File: src/assert_macros.svh
// Assertion macros used by the top level of the PLL coefficient calculator.
// Depends on nothing; the including module must have aclk and aresetn.
`ifndef ASSERT_MACROS_SVH
`define ASSERT_MACROS_SVH

// Plain property checked at every rising edge outside reset.
`define ASSERT_CLK(lbl, prop, msg) \
    lbl: assert property (@(posedge aclk) disable iff (!aresetn) (prop)) else $error(msg);

// Same-cycle implication checked at every rising edge outside reset.
`define ASSERT_IMPL(lbl, ante, cons, msg) \
    lbl: assert property (@(posedge aclk) disable iff (!aresetn) (ante) |-> (cons)) \
        else $error(msg);

`endif

File: src/pmc_pipe_div.sv
// Pipelined restoring divider, one quotient bit per register stage.
// Depends on nothing; instantiated by pll_multisynth_param_calc.
module pmc_pipe_div #(
    parameter int NUM_W  = 31,
    parameter int DEN_W  = 28,
    parameter int Q_W    = 12,
    parameter int SIDE_W = 1
) (
    input  logic              aclk,
    input  logic              aresetn,
    input  logic              en,
    input  logic              in_valid,
    input  logic [NUM_W-1:0]  num,
    input  logic [DEN_W-1:0]  den,
    input  logic [SIDE_W-1:0] side,
    output logic              out_valid,
    output logic [Q_W-1:0]    quo,
    output logic [DEN_W-1:0]  rem,
    output logic [SIDE_W-1:0] out_side
);

    // The quotient is assumed to fit in Q_W bits (num < den * 2**Q_W).
    localparam int W = DEN_W + Q_W;

    logic [W-1:0]      rem_reg  [Q_W];
    logic [DEN_W-1:0]  den_reg  [Q_W];
    logic [Q_W-1:0]    quo_reg  [Q_W];
    logic [SIDE_W-1:0] side_reg [Q_W];
    logic [Q_W-1:0]    valid_reg;

    for (genvar k = 0; k < Q_W; k++) begin : g_step
        logic [W-1:0]      rem_in;
        logic [DEN_W-1:0]  den_in;
        logic [Q_W-1:0]    quo_in;
        logic [SIDE_W-1:0] side_in;
        logic              v_in;
        logic [W-1:0]      trial;
        logic              take;
        logic [W-1:0]      rem_next;
        logic [Q_W-1:0]    quo_next;

        if (k == 0) begin : g_first
            assign rem_in  = W'(num);
            assign den_in  = den;
            assign quo_in  = '0;
            assign side_in = side;
            assign v_in    = in_valid;
        end else begin : g_rest
            assign rem_in  = rem_reg[k-1];
            assign den_in  = den_reg[k-1];
            assign quo_in  = quo_reg[k-1];
            assign side_in = side_reg[k-1];
            assign v_in    = valid_reg[k-1];
        end

        assign trial = W'(den_in) << (Q_W - 1 - k);
        assign take  = (rem_in >= trial);

        always_comb begin
            rem_next = take ? (rem_in - trial) : rem_in;
            quo_next = quo_in;
            quo_next[Q_W-1-k] = take;
        end

        always_ff @(posedge aclk) begin
            if (!aresetn) begin
                valid_reg[k] <= 1'b0;
            end else if (en) begin
                valid_reg[k] <= v_in;
            end
        end

        always_ff @(posedge aclk) begin
            if (en) begin
                rem_reg[k]  <= rem_next;
                den_reg[k]  <= den_in;
                quo_reg[k]  <= quo_next;
                side_reg[k] <= side_in;
            end
        end
    end

    assign out_valid = valid_reg[Q_W-1];
    assign quo       = quo_reg[Q_W-1];
    assign rem       = rem_reg[Q_W-1][DEN_W-1:0];
    assign out_side  = side_reg[Q_W-1];

endmodule

File: config.mk
export PLATFORM = sky130hd
export DESIGN_NAME = pmc_pipe_div
export DESIGN_NICKNAME = d
export VERILOG_FILES = /design/src/assert_macros.svh /design/src/pmc_pipe_div.sv
export SDC_FILE = /design/constraint.sdc
export NUM_CORES = 2
export LEC_CHECK = 0
export BUFFER_PORTS_ARGS = -buffer_cell sky130_fd_sc_hd__buf_2
export CORE_ASPECT_RATIO = 0.9
export CORE_MARGIN = 10
export CORE_UTILIZATION = 40
export CTS_BUF_LIST = sky130_fd_sc_hd__clkbuf_2
export CTS_CLUSTER_DIAMETER = 200
export DETAILED_ROUTE_END_ITERATION = 10
export GPL_TIMING_DRIVEN = 0
export PLACE_DENSITY = 0.6
export SKIP_CTS_REPAIR_TIMING = 1
export SLEW_MARGIN = 30
export SYNTH_ARGS = -nofsm -noshare
export SYNTH_HDL_FRONTEND = slang
export SYNTH_SLANG_ARGS = --single-unit
File: constraint.sdc
create_clock -name aclk -period 3.5 [get_ports aclk]
set_input_delay 0.525 -clock aclk [delete_from_list [all_inputs] [get_ports aclk]]
set_output_delay 0.525 -clock aclk [all_outputs]
set_load 0.01 [all_outputs]
==> flow_summary.html <==
<table>
<tr><th>Metric</th><th>Value</th></tr>
<tr><th colspan="2">Outcome</th></tr>
<tr><td>Status</td><td>finished, violations left</td></tr>
<tr><td>Failing checks</td><td>hold timing, setup timing</td></tr>
<tr><th colspan="2">Worst setup path</th></tr>
<tr><td>RR Startpoint</td><td>rem_reg[5][0]</td></tr>
<tr><td>Classification of the worst setup path</td><td>input port to flop</td></tr>
<tr><td>Crit Path Max Fanout</td><td>10</td></tr>
<tr><td>CP arrival</td><td>5160 ps</td></tr>
<tr><td>Kind of capture point of the worst setup path</td><td>flop</td></tr>
<tr><td>Critical Path Start Type</td><td>input port</td></tr>
<tr><td>R2R cell count</td><td>16</td></tr>
<tr><td>Crit path required time</td><td>approximately 4800 ps</td></tr>
<tr><td>Launching instance or port of the critical path</td><td>num[13]</td></tr>
<tr><th colspan="2">Timing</th></tr>
<tr><td>Worst-margin pin slew</td><td>1066 ps</td></tr>
<tr><td>Final setup viols</td><td>50</td></tr>
<tr><td>Setup repair after global routing missed its margin</td><td>yes</td></tr>
<tr><td>Timing-limited maximum frequency</td><td>around 260 MHz</td></tr>
<tr><td>Final setup slack of the worst path</td><td>-383.0 ps</td></tr>
<tr><td>Shortest period the worst path allows</td><td>between 3000 and 4000 ps</td></tr>
<tr><td>Worst Clk Skew</td><td>between 100 and 150 ps</td></tr>
<tr><td>Slew Viols, Final</td><td>0</td></tr>
<tr><td>Worst hold-check slack</td><td>-58.07 ps</td></tr>
<tr><td>Total negative slack for setup checks</td><td>-7697 ps</td></tr>
<tr><td>Relative slew slack</td><td>between 20% and 30%</td></tr>
<tr><td>Share of the cycle needed by the critical path after routing</td><td>110.9%</td></tr>
<tr><td>Final number of hold-violating endpoints</td><td>1</td></tr>
<tr><th colspan="2">Floorplan</th></tr>
<tr><td>Boundary pin count</td><td>roughly 110</td></tr>
<tr><td>Die boundary height</td><td>roughly 350 um</td></tr>
<tr><td>Core area</td><td>between 100000 and 150000 um^2</td></tr>
<tr><td>Die outline area</td><td>approximately 140000 um^2</td></tr>
<tr><td>Die width</td><td>~400 um</td></tr>
<tr><td>FP Rows</td><td>122</td></tr>
<tr><td>Starting density of the core</td><td>between 40% and 50%</td></tr>
<tr><th colspan="2">GRT</th></tr>
<tr><td>Overall overflow remaining after global route</td><td>0</td></tr>
<tr><td>Number of global-route vias before repair</td><td>approximately 35k</td></tr>
<tr><td>Maximum number of pins on one net before global-route repair</td><td>between 100 and 150</td></tr>
<tr><td>Gr usage total</td><td>15.91%</td></tr>
<tr><td>Number of antenna violations at the first check in global routing</td><td>2</td></tr>
<tr><td>First-pass GRT wire length</td><td>177000 um</td></tr>
<tr><th colspan="2">Yosys</th></tr>
<tr><td>Synth top cells by count</td><td>sky130_fd_sc_hd__edfxtp_1, sky130_fd_sc_hd__inv_1, sky130_fd_sc_hd__a21oi_1</td></tr>
<tr><td>Portion of synthesized cell area occupied by the leading cell type</td><td>52.63%</td></tr>
<tr><td>Most used standard cell by instance count after synthesis</td><td>sky130_fd_sc_hd__edfxtp_1</td></tr>
<tr><td>Number of synthesized flops with an enable pin</td><td>a little under 900</td></tr>
<tr><td>Unique masters post-synth</td><td>93</td></tr>
<tr><td>Synth top area cells</td><td>sky130_fd_sc_hd__edfxtp_1, sky130_fd_sc_hd__ha_1, sky130_fd_sc_hd__a21oi_1</td></tr>
<tr><td>Mapped cell area</td><td>about 50000 um^2</td></tr>
<tr><td>Mux contribution to synthesized area</td><td>under 10%</td></tr>
<tr><td>Biggest area consumer among synthesized cells</td><td>sky130_fd_sc_hd__edfxtp_1</td></tr>
<tr><td>FFs w/ async S/R, synth</td><td>0%</td></tr>
<tr><td>Sequential element share of the synthesized area</td><td>between 50% and 60%</td></tr>
<tr><td>Adder and majority gate portion of the synthesized area</td><td>8.792%</td></tr>
<tr><td>Number of warning messages in the yosys log</td><td>0</td></tr>
<tr><td>Post-synthesis compound-gate area fraction</td><td>~15%</td></tr>
<tr><td>Post-synthesis net count</td><td>approximately 4.9k</td></tr>
<tr><td>Most common flop cell mapped by yosys</td><td>sky130_fd_sc_hd__edfxtp_1</td></tr>
<tr><td>Xor and xnor area share after synthesis</td><td>approximately 5.7%</td></tr>
<tr><td>Area fraction in and, or, nand and nor cells after synthesis</td><td>a little over a tenth</td></tr>
<tr><td>Gate Count Post-Synth</td><td>approximately 4.5k</td></tr>
<tr><td>Number of register bits inferred by synthesis</td><td>878</td></tr>
<tr><td>Mean cell area of the mapped netlist</td><td>11.10 um^2</td></tr>
<tr><td>Dominant combinational cell family by area after synthesis</td><td>compound AO/OA/AOI/OAI gates</td></tr>
<tr><th colspan="2">Placed design</th></tr>
<tr><td>HPWL after detailed placement</td><td>between 80000 and 90000 um</td></tr>
<tr><td>Weighted congestion reported at the end of routability-driven placement</td><td>between 0.9 and 1</td></tr>
<tr><td>Number of I/O port buffers</td><td>approximately 110</td></tr>
<tr><th colspan="2">Worst hold path</th></tr>
<tr><td>Class of the tightest hold or removal check</td><td>input port to flop</td></tr>
<tr><td>Startpoint of the tightest hold check path</td><td>num[11]</td></tr>
<tr><td>Hold-critical path depth</td><td>4</td></tr>
<tr><th colspan="2">Cells and area</th></tr>
<tr><td>Largest register FFs</td><td>roughly 470</td></tr>
<tr><td>Share of cells above drive strength 1</td><td>roughly 18%</td></tr>
<tr><td>Number of nets in the final layout</td><td>approximately 5.4k</td></tr>
<tr><td>Layout Area Growth over Synthesis</td><td>16.77%</td></tr>
<tr><th colspan="2">Routing</th></tr>
<tr><td>Detail-routed via count per cell</td><td>just over 5</td></tr>
<tr><td>Met3 wire length</td><td>about 3900 um</td></tr>
<tr><td>Sum of routed wire segments on met1</td><td>about 45000 um</td></tr>
<tr><td>Detailed-route DRC error count</td><td>0</td></tr>
<tr><td>Average wire length per cell after detail routing</td><td>between 15 and 20 um</td></tr>
<tr><td>Number of routed nets with antenna violations</td><td>0</td></tr>
<tr><td>Max layer used</td><td>met4</td></tr>
<tr><td>DRT Wirelength</td><td>~120000 um</td></tr>
<tr><td>Amount of wire on met2 after detailed routing</td><td>58990 um</td></tr>
<tr><td>Initial DRC count</td><td>1409</td></tr>
<tr><td>Total number of vias</td><td>around 35k</td></tr>
<tr><td>Detailed-routing iteration count for the pre-antenna-repair pass</td><td>6</td></tr>
<tr><th colspan="2">Clocking</th></tr>
<tr><td>TritonCTS clock tree</td><td>yes</td></tr>
<tr><td>Clock latency of the later-clocked register in the worst-skew pair</td><td>~1600 ps</td></tr>
<tr><td>Clock root buffer master</td><td>sky130_fd_sc_hd__clkbuf_2</td></tr>
<tr><td>Number of buffers inserted during clock tree synthesis</td><td>approximately 230</td></tr>
<tr><td>H-Tree Level Count</td><td>4</td></tr>
<tr><td>Clock-pin slew on the worst setup and hold paths</td><td>about 100 ps</td></tr>
<tr><td>Clock Sinks</td><td>~880</td></tr>
<tr><td>Largest buffer count on any clock path</td><td>3</td></tr>
<tr><th colspan="2">Power</th></tr>
<tr><td>Leak pwr</td><td>roughly 0.023 uW</td></tr>
<tr><td>PnR Total Power</td><td>about 42000 uW</td></tr>
<tr><td>Ratio of total power to cell area</td><td>slightly above 700 nW/um^2</td></tr>
<tr><td>IR drop worst, VDD</td><td>0.3669 mV</td></tr>
<tr><th colspan="2">Run</th></tr>
<tr><td>Total of max-cap violations</td><td>0</td></tr>
</table>
layer usage:
metal | vias to the layer above | GRT usage (%)
li1 | 17560 | -
met1 | 15920 | 16.22
met2 | 716 | 28.69
met3 | 344 | 2.979
met4 | 0 | 12.01
met5 | - | 0
cell usage in the layout (no fill, tap or decap), types with 24 or more instances in the layout:
cell type,instances
sky130_fd_sc_hd__nor3_1,50
sky130_fd_sc_hd__dlygate4sd3_1,132
sky130_fd_sc_hd__nand2b_1,45
sky130_fd_sc_hd__and2_1,33
sky130_fd_sc_hd__xnor2_1,176
sky130_fd_sc_hd__buf_4,66
sky130_fd_sc_hd__a21o_1,167
sky130_fd_sc_hd__nand3_1,62
sky130_fd_sc_hd__or3_1,28
sky130_fd_sc_hd__nand4_1,44
sky130_fd_sc_hd__nor2b_1,61
sky130_fd_sc_hd__and3_1,24
sky130_fd_sc_hd__nand2_1,327
sky130_fd_sc_hd__a211oi_1,28
sky130_fd_sc_hd__o21a_1,37
sky130_fd_sc_hd__nor4_1,25
sky130_fd_sc_hd__a21oi_1,335
sky130_fd_sc_hd__or2_2,24
sky130_fd_sc_hd__clkinv_1,54
sky130_fd_sc_hd__o21bai_1,39
sky130_fd_sc_hd__o21ai_1,36
sky130_fd_sc_hd__nor2_1,263
sky130_fd_sc_hd__ha_1,307
sky130_fd_sc_hd__a31oi_1,32
sky130_fd_sc_hd__xor2_1,147
sky130_fd_sc_hd__o21ai_0,246
sky130_fd_sc_hd__mux2_2,68
sky130_fd_sc_hd__edfxtp_1,866
sky130_fd_sc_hd__clkbuf_1,28
sky130_fd_sc_hd__inv_1,419
sky130_fd_sc_hd__buf_6,25
sky130_fd_sc_hd__buf_2,113
sky130_fd_sc_hd__clkbuf_2,332
worst max-delay path: stages:
cell and delay [ps]:
sky130_fd_sc_hd__dlygate4sd3_1 540, sky130_fd_sc_hd__buf_2 120, sky130_fd_sc_hd__dlygate4sd3_1 580, sky130_fd_sc_hd__ha_1 360, sky130_fd_sc_hd__o21ai_0 130, sky130_fd_sc_hd__a21boi_0 160, sky130_fd_sc_hd__o21a_1 200, sky130_fd_sc_hd__o21ai_0 340
sky130_fd_sc_hd__and2_1 260, sky130_fd_sc_hd__o21ai_1 180, sky130_fd_sc_hd__nor2b_1 210, sky130_fd_sc_hd__o31ai_1 650, sky130_fd_sc_hd__buf_2 430, sky130_fd_sc_hd__buf_2 270, sky130_fd_sc_hd__inv_1 190
cells by family after synthesis:
group                    Yosys count
buffers and inverters            530
AO/OA/AOI/OAI                   1179
multiplexers                     104
AND/OR/NAND/NOR                 1096
flip-flops                       878
adder cells (fa/ha/maj)          340
XOR/XNOR                         323
path summary, 6_finish.rpt:
check,end,slack (ps)
setup / recovery,quo_reg[0][11],-380
hold / removal,rem_reg[0][11],-60
setup reg to reg,rem_reg[5][67],-100
hold reg to reg,quo_reg[2][27],390
cell type report:
cell class / count / area (um^2)
Antenna cell: 8 / 20.02
Clock inverter: 87 / 521.8
Timing Repair Buffer: 317 / 2743
Multi-Input combinational cell: 3042 / 22260
Sequential cell: 878 / 26250
Tap cell: 1612 / 2017
Inverter: 426 / 1602
Clock buffer: 316 / 1582
Fill cell: 11390 / 65180
Buffer: 98 / 709.4
power by group:
| group | internal, uW | leakage, uW | switching [uW] | total [uW] |
|---|---|---|---|---|
| logic | 8170 | 0.0134 | 10200 | 18400 |
| registers | 15000 | 0.00849 | 1440 | 16400 |
| clock network | 2860 | 0.00156 | 4270 | 7130 |
metrics by stage:
stage	instance area [um^2]	setup WS [ps]	hold WS [ps]	util (%)	cells
floorplan	49410	140.2	400.3	-	4450
global placement	51950	-11350	401.2	42.28	6167
detailed placement	52180	-1371	404.5	42.46	6174
CTS	54280	-1446	-1200	44.17	6577
global route	57700	-308.4	-262.9	46.95	6783
finish	57700	-383.0	-58.07	46.95	6784
Note: power is estimated with default switching activity, not from simulation.
